[src/hw/rtl/fisheye_to_rectilinear_remap_core_defines.svh]
// Assertion macros for the fisheye remap core.
`ifndef FISHEYE_TO_RECTILINEAR_REMAP_CORE_DEFINES_SVH
`define FISHEYE_TO_RECTILINEAR_REMAP_CORE_DEFINES_SVH
`ifndef SYNTHESIS
`define FR_CHECK(lbl, expr) \
  lbl: assert property (@(posedge clk) disable iff (rst) (expr)) \
    else $error("fisheye remap check failed");
`define FR_CHECK_IMP(lbl, ante, cons) \
  lbl: assert property (@(posedge clk) disable iff (rst) (ante) |-> (cons)) \
    else $error("fisheye remap check failed");
`else
`define FR_CHECK(lbl, expr)
`define FR_CHECK_IMP(lbl, ante, cons)
`endif
`endif

[src/hw/rtl/fr_remap_pkg.sv]
package fr_remap_pkg;

  localparam int DEST_W    = 12;
  localparam int DIM_W     = 13;
  localparam int SRC_W     = 12;
  localparam int FOCAL_W   = 32;
  localparam int PPR_W     = 32;
  localparam int CFG_W     = 32;
  localparam int CFG_IDX_W = 2;

  localparam int DEF_MAX_DIMENSION = 4096;
  localparam int DEF_CORDIC_STEPS  = 16;

  localparam logic [DIM_W-1:0]   RST_IMAGE_DIM = DIM_W'(4096);
  localparam logic [FOCAL_W-1:0] RST_INV_FOCAL = 32'h0100_0000;
  localparam logic [PPR_W-1:0]   RST_PPR       = 32'h0001_0000;

  // datapath widths
  localparam int D2_W      = DIM_W + 2;          // signed half-pixel offset
  localparam int MAG_W     = DIM_W;
  localparam int SQ_W      = 2 * MAG_W;
  localparam int SUM_W     = SQ_W + 1;
  localparam int RAD_FRAC  = 16;
  localparam int RAD_W     = SUM_W + RAD_FRAC;
  localparam int R_W       = (RAD_W + 1) / 2;
  localparam int P_W       = R_W + FOCAL_W;
  localparam int CW        = P_W + 3;            // cordic x/y, signed
  localparam int X0_SH     = 33;
  localparam int Z_W       = 33;
  localparam int PHI_W     = 31;
  localparam int ANG_FRAC  = 30;
  localparam int ATAN_W    = 32;
  localparam int RS_W      = PHI_W + PPR_W - ANG_FRAC;
  localparam int OFF_SH    = 8;
  localparam int NUM_W     = RS_W + MAG_W + OFF_SH;
  localparam int CTR_SH    = 15;
  localparam int SRC_FRAC  = 16;
  localparam int SRC_INT_W = NUM_W + 2;

  typedef enum logic [CFG_IDX_W-1:0] {
    REG_IMAGE_WIDTH,
    REG_IMAGE_HEIGHT,
    REG_INVERSE_FOCAL,
    REG_PIXELS_PER_RADIAN
  } cfg_reg_t;

  // atan(2^-i), Q30, truncated
  function automatic logic [ATAN_W-1:0] atan_q30(input logic [4:0] idx);
    logic [ATAN_W-1:0] a;
    unique case (idx)
      5'd0:  a = 32'h3243F6A8;
      5'd1:  a = 32'h1DAC6705;
      5'd2:  a = 32'h0FADBAFC;
      5'd3:  a = 32'h07F56EA6;
      5'd4:  a = 32'h03FEAB76;
      5'd5:  a = 32'h01FFD55B;
      5'd6:  a = 32'h00FFFAAA;
      5'd7:  a = 32'h007FFF55;
      5'd8:  a = 32'h003FFFEA;
      5'd9:  a = 32'h001FFFFD;
      5'd10: a = 32'h000FFFFF;
      5'd11: a = 32'h0007FFFF;
      5'd12: a = 32'h0003FFFF;
      5'd13: a = 32'h0001FFFF;
      5'd14: a = 32'h0000FFFF;
      5'd15: a = 32'h00007FFF;
      5'd16: a = 32'h00003FFF;
      5'd17: a = 32'h00001FFF;
      5'd18: a = 32'h00000FFF;
      5'd19: a = 32'h000007FF;
      5'd20: a = 32'h000003FF;
      5'd21: a = 32'h000001FF;
      5'd22: a = 32'h000000FF;
      5'd23: a = 32'h0000007F;
      5'd24: a = 32'h0000003F;
      5'd25: a = 32'h0000001F;
      5'd26: a = 32'h0000000F;
      5'd27: a = 32'h00000007;
      5'd28: a = 32'h00000003;
      5'd29: a = 32'h00000001;
      5'd30: a = 32'h00000000;
      5'd31: a = 32'h00000000;
      default: a = '0;
    endcase
    return a;
  endfunction

endpackage

[src/hw/rtl/fr_remap_isqrt.sv]
// Pipelined integer square root, one result bit per stage.
module fr_remap_isqrt import fr_remap_pkg::*; #(
  parameter int SIDE_W = 1
) (
  input  logic              clk,
  input  logic              rst,
  input  logic              en,
  input  logic              in_vld,
  input  logic [RAD_W-1:0]  rad,
  input  logic [SIDE_W-1:0] side_in,
  output logic              out_vld,
  output logic [R_W-1:0]    root,
  output logic [SIDE_W-1:0] side_out
);

  logic              vld [1:R_W];
  logic [RAD_W-1:0]  v   [1:R_W];
  logic [RAD_W:0]    res [1:R_W];
  logic [SIDE_W-1:0] sd  [1:R_W];

  for (genvar k = 0; k < R_W; k++) begin : g_stage
    localparam int SH = 2 * (R_W - 1 - k);
    localparam logic [RAD_W:0] BIT = (RAD_W + 1)'(1) << SH;

    logic              cvld;
    logic [RAD_W-1:0]  cv, nv;
    logic [RAD_W:0]    cr, rb, nr;
    logic [SIDE_W-1:0] cs;

    if (k == 0) begin : g_first
      assign cvld = in_vld;
      assign cv   = rad;
      assign cr   = '0;
      assign cs   = side_in;
    end else begin : g_mid
      assign cvld = vld[k];
      assign cv   = v[k];
      assign cr   = res[k];
      assign cs   = sd[k];
    end

    always_comb begin
      rb = cr + BIT;
      if ({1'b0, cv} >= rb) begin
        nv = cv - rb[RAD_W-1:0];
        nr = (cr >> 1) + BIT;
      end else begin
        nv = cv;
        nr = cr >> 1;
      end
    end

    always_ff @(posedge clk) begin
      if (rst) begin
        vld[k+1] <= 1'b0;
      end else if (en) begin
        vld[k+1] <= cvld;
      end
    end

    always_ff @(posedge clk) begin
      if (en) begin
        v[k+1]   <= nv;
        res[k+1] <= nr;
        sd[k+1]  <= cs;
      end
    end
  end

  assign out_vld  = vld[R_W];
  assign root     = res[R_W][R_W-1:0];
  assign side_out = sd[R_W];

endmodule

[config.mk]
export PLATFORM = sky130hd
export DESIGN_NAME = fr_remap_isqrt
export DESIGN_NICKNAME = d
export VERILOG_FILES = /design/src/hw/rtl/fisheye_to_rectilinear_remap_core_defines.svh /design/src/hw/rtl/fr_remap_pkg.sv /design/src/hw/rtl/fr_remap_isqrt.sv
export SDC_FILE = /design/constraint.sdc
export NUM_CORES = 2
export LEC_CHECK = 0
export BUFFER_PORTS_ARGS = -buffer_cell sky130_fd_sc_hd__buf_4
export CAP_MARGIN = 20
export CELL_PAD_IN_SITES_DETAIL_PLACEMENT = 0
export CELL_PAD_IN_SITES_GLOBAL_PLACEMENT = 2
export CORE_MARGIN = 5
export CORE_UTILIZATION = 25
export CTS_CLUSTER_SIZE = 40
export DETAILED_ROUTE_END_ITERATION = 16
export PLACE_DENSITY = 0.48
export SYNTH_ARGS = -nofsm -noshare
export SYNTH_HDL_FRONTEND = slang
export SYNTH_SLANG_ARGS = --single-unit
[constraint.sdc]
create_clock -name clk -period 3.5 [get_ports clk]
set_input_delay 0.175 -clock clk [delete_from_list [all_inputs] [get_ports clk]]
set_output_delay 0.175 -clock clk [all_outputs]
set_load 0.01 [all_outputs]
Yosys cells after proc, flatten, opt, wreduce, memory -nomap -nowiden
Memories as Yosys holds them, arrays and structs flattened. Index checks and enable logic that the tools add are counted.

$lt $le $gt $ge: 22. Reduce and logical (&&, ||, !) cells: 0. Bitwise logic cells: 22. Shift operators: 0. Equal/unequal tests: 0. Div/mod/pow operators: 0. Multipliers: 0. $add $sub $neg: 64. Mux-type cells: 72.

Operator list (count): $mux W43 (23); $ge A43 B44 Y1 (21); $mux W44 (21); $sub A43 B43 Y43 (21); $add A43 B1 Y44 const B (1); $add A43 B11 Y44 const B (1); $add A43 B13 Y44 const B (1); $add A43 B15 Y44 const B (1); $add A43 B17 Y44 const B (1); $add A43 B19 Y44 const B (1); $add A43 B21 Y44 const B (1); $add A43 B23 Y44 const B (1); $add A43 B25 Y44 const B (1); $add A43 B27 Y44 const B (1); $add A43 B29 Y44 const B (1); $add A43 B3 Y44 const B (1); $add A43 B31 Y44 const B (1); $add A43 B33 Y44 const B (1); $add A43 B35 Y44 const B (1); $add A43 B37 Y44 const B (1); $add A43 B39 Y44 const B (1); $add A43 B41 Y44 const B (1); $add A43 B5 Y44 const B (1); $add A43 B7 Y44 const B (1); 26 further kinds (74).

Register bits after elaboration: 0. Memory bits (writable): 1958. Bits in latches: 0. Memories kept: 4. Logic and storage cells: 184. Memory bits (read-only): 0.

Memory list: res (depth 22, bits a word 44, rd ports 22, clocked after Yosys merged registers in 0, wr ports 22, RTL line fr_remap_isqrt.sv:18) `logic [RAD_W:0] res [1:R_W];`; v (depth 22, bits a word 43, rd ports 21, clocked after Yosys merged registers in 0, wr ports 22, RTL line fr_remap_isqrt.sv:17) `logic [RAD_W-1:0] v [1:R_W];`; sd (depth 22, bits a word 1, rd ports 22, clocked after Yosys merged registers in 0, wr ports 22, RTL line fr_remap_isqrt.sv:19) `logic [SIDE_W-1:0] sd [1:R_W];`; vld (depth 22, bits a word 1, rd ports 22, clocked after Yosys merged registers in 0, wr ports 22, RTL line fr_remap_isqrt.sv:16) `logic vld [1:R_W];`.

Longest topological paths before layout
Word-level depth: 4. Depth in mapped cells: 13.

Worst setup path after synthesis
No wires, ideal clock.

Path kind: register -> register. Start point: reg v[0][741] (netlist name). End point: reg v[0][811] (netlist name). Clock period less this slack: 3.158 ns. Setup slack: 0.342 ns. Stages on the path, launching flop included: 12. Path buffers: 1. Data required time: 3.242 ns. Library setup time: 0.258 ns. Data arrival time: 2.900 ns. Cells stage by stage: edfxtp_1 ha_1 or4b_2 nor4_1 a31oi_1 nand2_1 nor2_1 or2_2 clkbuf_1 nor4_1 nand2b_1 xnor2_1.

==> flow_metrics.tcl <==
set metrics [dict create \
    status "finished, final reports clean" \
    setup_ws_ps 108 \
    synth_edf_count 1200 \
    fin_nets 5081 \
    postSynth.topFlopCell "edfxtp_1" \
    vias 33800 \
    ys_ff_latch 1200 \
    initial_core_util 0.251 \
    clock_path_buffers 3 \
    yosysWarnings 0 \
    core_um2 222000 \
    fp.dieH_um 482 \
    antenna_found_initial 2 \
    place_worst_setup_slack_ps -80.6 \
    hold_path_end "v[0][82]$_DFFE_PP_" \
    rows 173 \
    ys_seq_area_frac 0.646 \
    max_freq_ghz 0.295 \
    setup-violations-final 0 \
    syn2layout_area_growth_pct 21.7 \
    critical_path_class "reg2reg" \
    htreeDepth 4 \
    hold_path_depth 2 \
    drc 0 \
    cp-end-kind "flop" \
    cts_tree "yes" \
    p_leak_nw 25.4 \
    cts-root-buf "clkbuf_16" \
    finalCritPeriodShare 0.969 \
    drv_cap 0 \
    hp-start "rad[39]" \
    fin_tns_setup_ps 0 \
    synth_cell_types 80 \
    worst_slew_pin_slew_ps 987 \
    grt_pass1_wl_mm 218 \
    dp_hpwl_mm 108 \
    globalplace.congestion 0.764 \
    clkLatencyLatePin_ps 790 \
    grt_max_degree 96 \
    cp_max_fo 4 \
    async_flop_share 0 \
    vias_per_cell 4.30 \
    crit_arrival_ps 3910 \
    syn_area_per_cell_um2 13.0 \
    syn-cell-area_um2 55800 \
    r2r-start "v[0][652]$_DFFE_PP_" \
    track_usage 0.122 \
    clk_pin_slew_ps 60 \
    totalWireLength_mm 142 \
    r2r_cells 9 \
    timing.slew.headroom 0.336 \
    clock_sinks 1200 \
    drtPass1Iterations 5 \
    first_global_vias 36300 \
    ir_worst_vdd_uv 495 \
    layout_min_cycle_time_ps 3390 \
    timing.rr.end "v[0][721]$_DFFE_PP_" \
    slew_viol_final 0 \
    die_area_um2 233000 \
    io_pins 72 \
    die_w_um 482 \
    synth_cells 4281 \
    routedWlPerCell_um 18.1 \
    finalHoldViolations 0 \
    fin_skew_ps 57.9 \
    port_buffers 71 \
    rsz0062_at_grt "no" \
    start_kind "flop" \
    r2r_slack_ps 110 \
    drive_above_1_share 0.137 \
    min_path_type "in2reg" \
    final_antenna_net_count 0 \
    crit_required_ps 4020 \
    powerDensity_nw_per_um2 639 \
    numCtsBuffers 150 \
    first_iter_violations 1559 \
    overflow 0 \
    p_total_w 0.0434 \
    synth_nets 4601 \
]
timing repair:
action                                  CTS  global route
endpoints found under the setup margin    8            64
hold endpoints to repair                 82             0
buffers inserted                          1             1
pin swaps                                 1             4
hold buffers                             53             0
resized for setup                         7            33
state kept, by name, summed over array words and instances, names as in the netlist:
name and cells:
res 253, sd 22, v 903, vld 22
Yosys cell counts, types with 20 or more instances:
cell / instances / area [µm²]
edfxtp_1: 1200 / 36000
or4_1: 28 / 210
a21oi_1: 247 / 1240
o31ai_1: 20 / 150
and2_1: 31 / 194
nand4_1: 62 / 388
inv_1: 334 / 1250
nor2b_1: 38 / 238
xor2_1: 180 / 1580
xnor2_1: 198 / 1730
or2_2: 20 / 125
nand3_1: 56 / 280
nand2_1: 269 / 1010
a21o_1: 88 / 661
clkbuf_1: 61 / 229
nor3_1: 123 / 616
nand2b_1: 63 / 394
or3_1: 33 / 206
o21ai_0: 220 / 1100
mux2_2: 32 / 360
nor4_1: 131 / 820
o21a_1: 46 / 345
a211oi_1: 30 / 225
nor2_1: 244 / 916
o21bai_1: 22 / 165
ha_1: 271 / 3390
worst max path at each step:
stage / startpoint / to / slack [ps] / cells past startpoint
6_report: v[0][652]$_DFFE_PP_ / v[0][721]$_DFFE_PP_ / 110 / 9
3_5_place_dp: v[0][823]$_DFFE_PP_ / v[0][901]$_DFFE_PP_ / -80 / 12
2_1_floorplan: v[0][741]$_DFFE_PP_ / v[0][811]$_DFFE_PP_ / 340 / 11
4_1_cts: v[0][508]$_DFFE_PP_ / v[0][556]$_DFFE_PP_ / 9 / 11
3_3_place_gp: v[0][823]$_DFFE_PP_ / v[0][901]$_DFFE_PP_ / -100 / 12
5_1_grt: v[0][864]$_DFFE_PP_ / v[0][945]$_DFFE_PP_ / 5 / 11
per-layer routing:
layer	track usage	share of wire	vias up
li1	-	-	17000
met1	0.136	0.40	16200
met2	0.231	0.53	387
met3	0.0207	0.027	236
met4	0.0458	0.037	0
met5	0	0	-
cell usage in the layout, fill, tap and decap left out, drive strengths merged, types with 31 or more instances in the layout:
master / instances
clkbuf: 174
o21ai: 221
xnor2: 198
ha: 271
nor4: 131
or3: 33
dlygate4sd3: 53
inv: 342
o21a: 46
nor3: 123
xor2: 180
mux2: 32
buf: 344
a21oi: 249
nand2: 269
nor2: 244
edfxtp: 1200
nor2b: 38
and2: 31
nand3: 56
nand4: 62
nand2b: 63
clkinv: 59
a21o: 88
cell families after synthesis:
group,after synthesis,share of synthesized area
buffers and inverters,405,0.0274
and+or+nand+nor,1191,0.111
muxes,43,0.00843
AOI/OAI and AO/OA,791,0.0871
DFF,1200,0.646
adders and majority gates,272,0.0611
other,1,0.0000672
xor gates and xnor gates,378,0.0593
worst max-delay path, cell delays in order (launching register included):
cell and delay [ps]:
edfxtp_1 380, or4_1 530, or4_1 490, nor4_1 290
buf_4 190, a211o_1 130, a21oi_2 60, or4_4 580
or3_1 340, xnor2_1 130
power by group:
group | switching, W | internal [W]
combinational | 0.00433 | 0.00351
sequential | 0.00138 | 0.0182
clock | 0.00642 | 0.00957
cell type report:
| class | instances | area [µm²] |
|---|---|---|
| tap | 2975 | 3720 |
| inverter | 336 | 1260 |
| sequential | 1200 | 36000 |
| timing repair buffer | 397 | 3300 |
| clock inverter | 92 | 1280 |
| multi-input combinational | 2676 | 18400 |
| clock buffer | 174 | 3860 |
| fill | 22500 | 154000 |
| antenna | 1 | 2.50 |
stage by stage:
step                area, µm²  hold WS (ps)   util  std cells
CTS                     67800         0.752  0.305       7849
finish                  67900          88.4  0.306       7851
global placement        62000           354  0.279       7529
global route            67900          25.4  0.306       7851
floorplan               55800           274      -       4281
detailed placement      62000           355  0.279       7529
(Power assumes the default switching activity.)
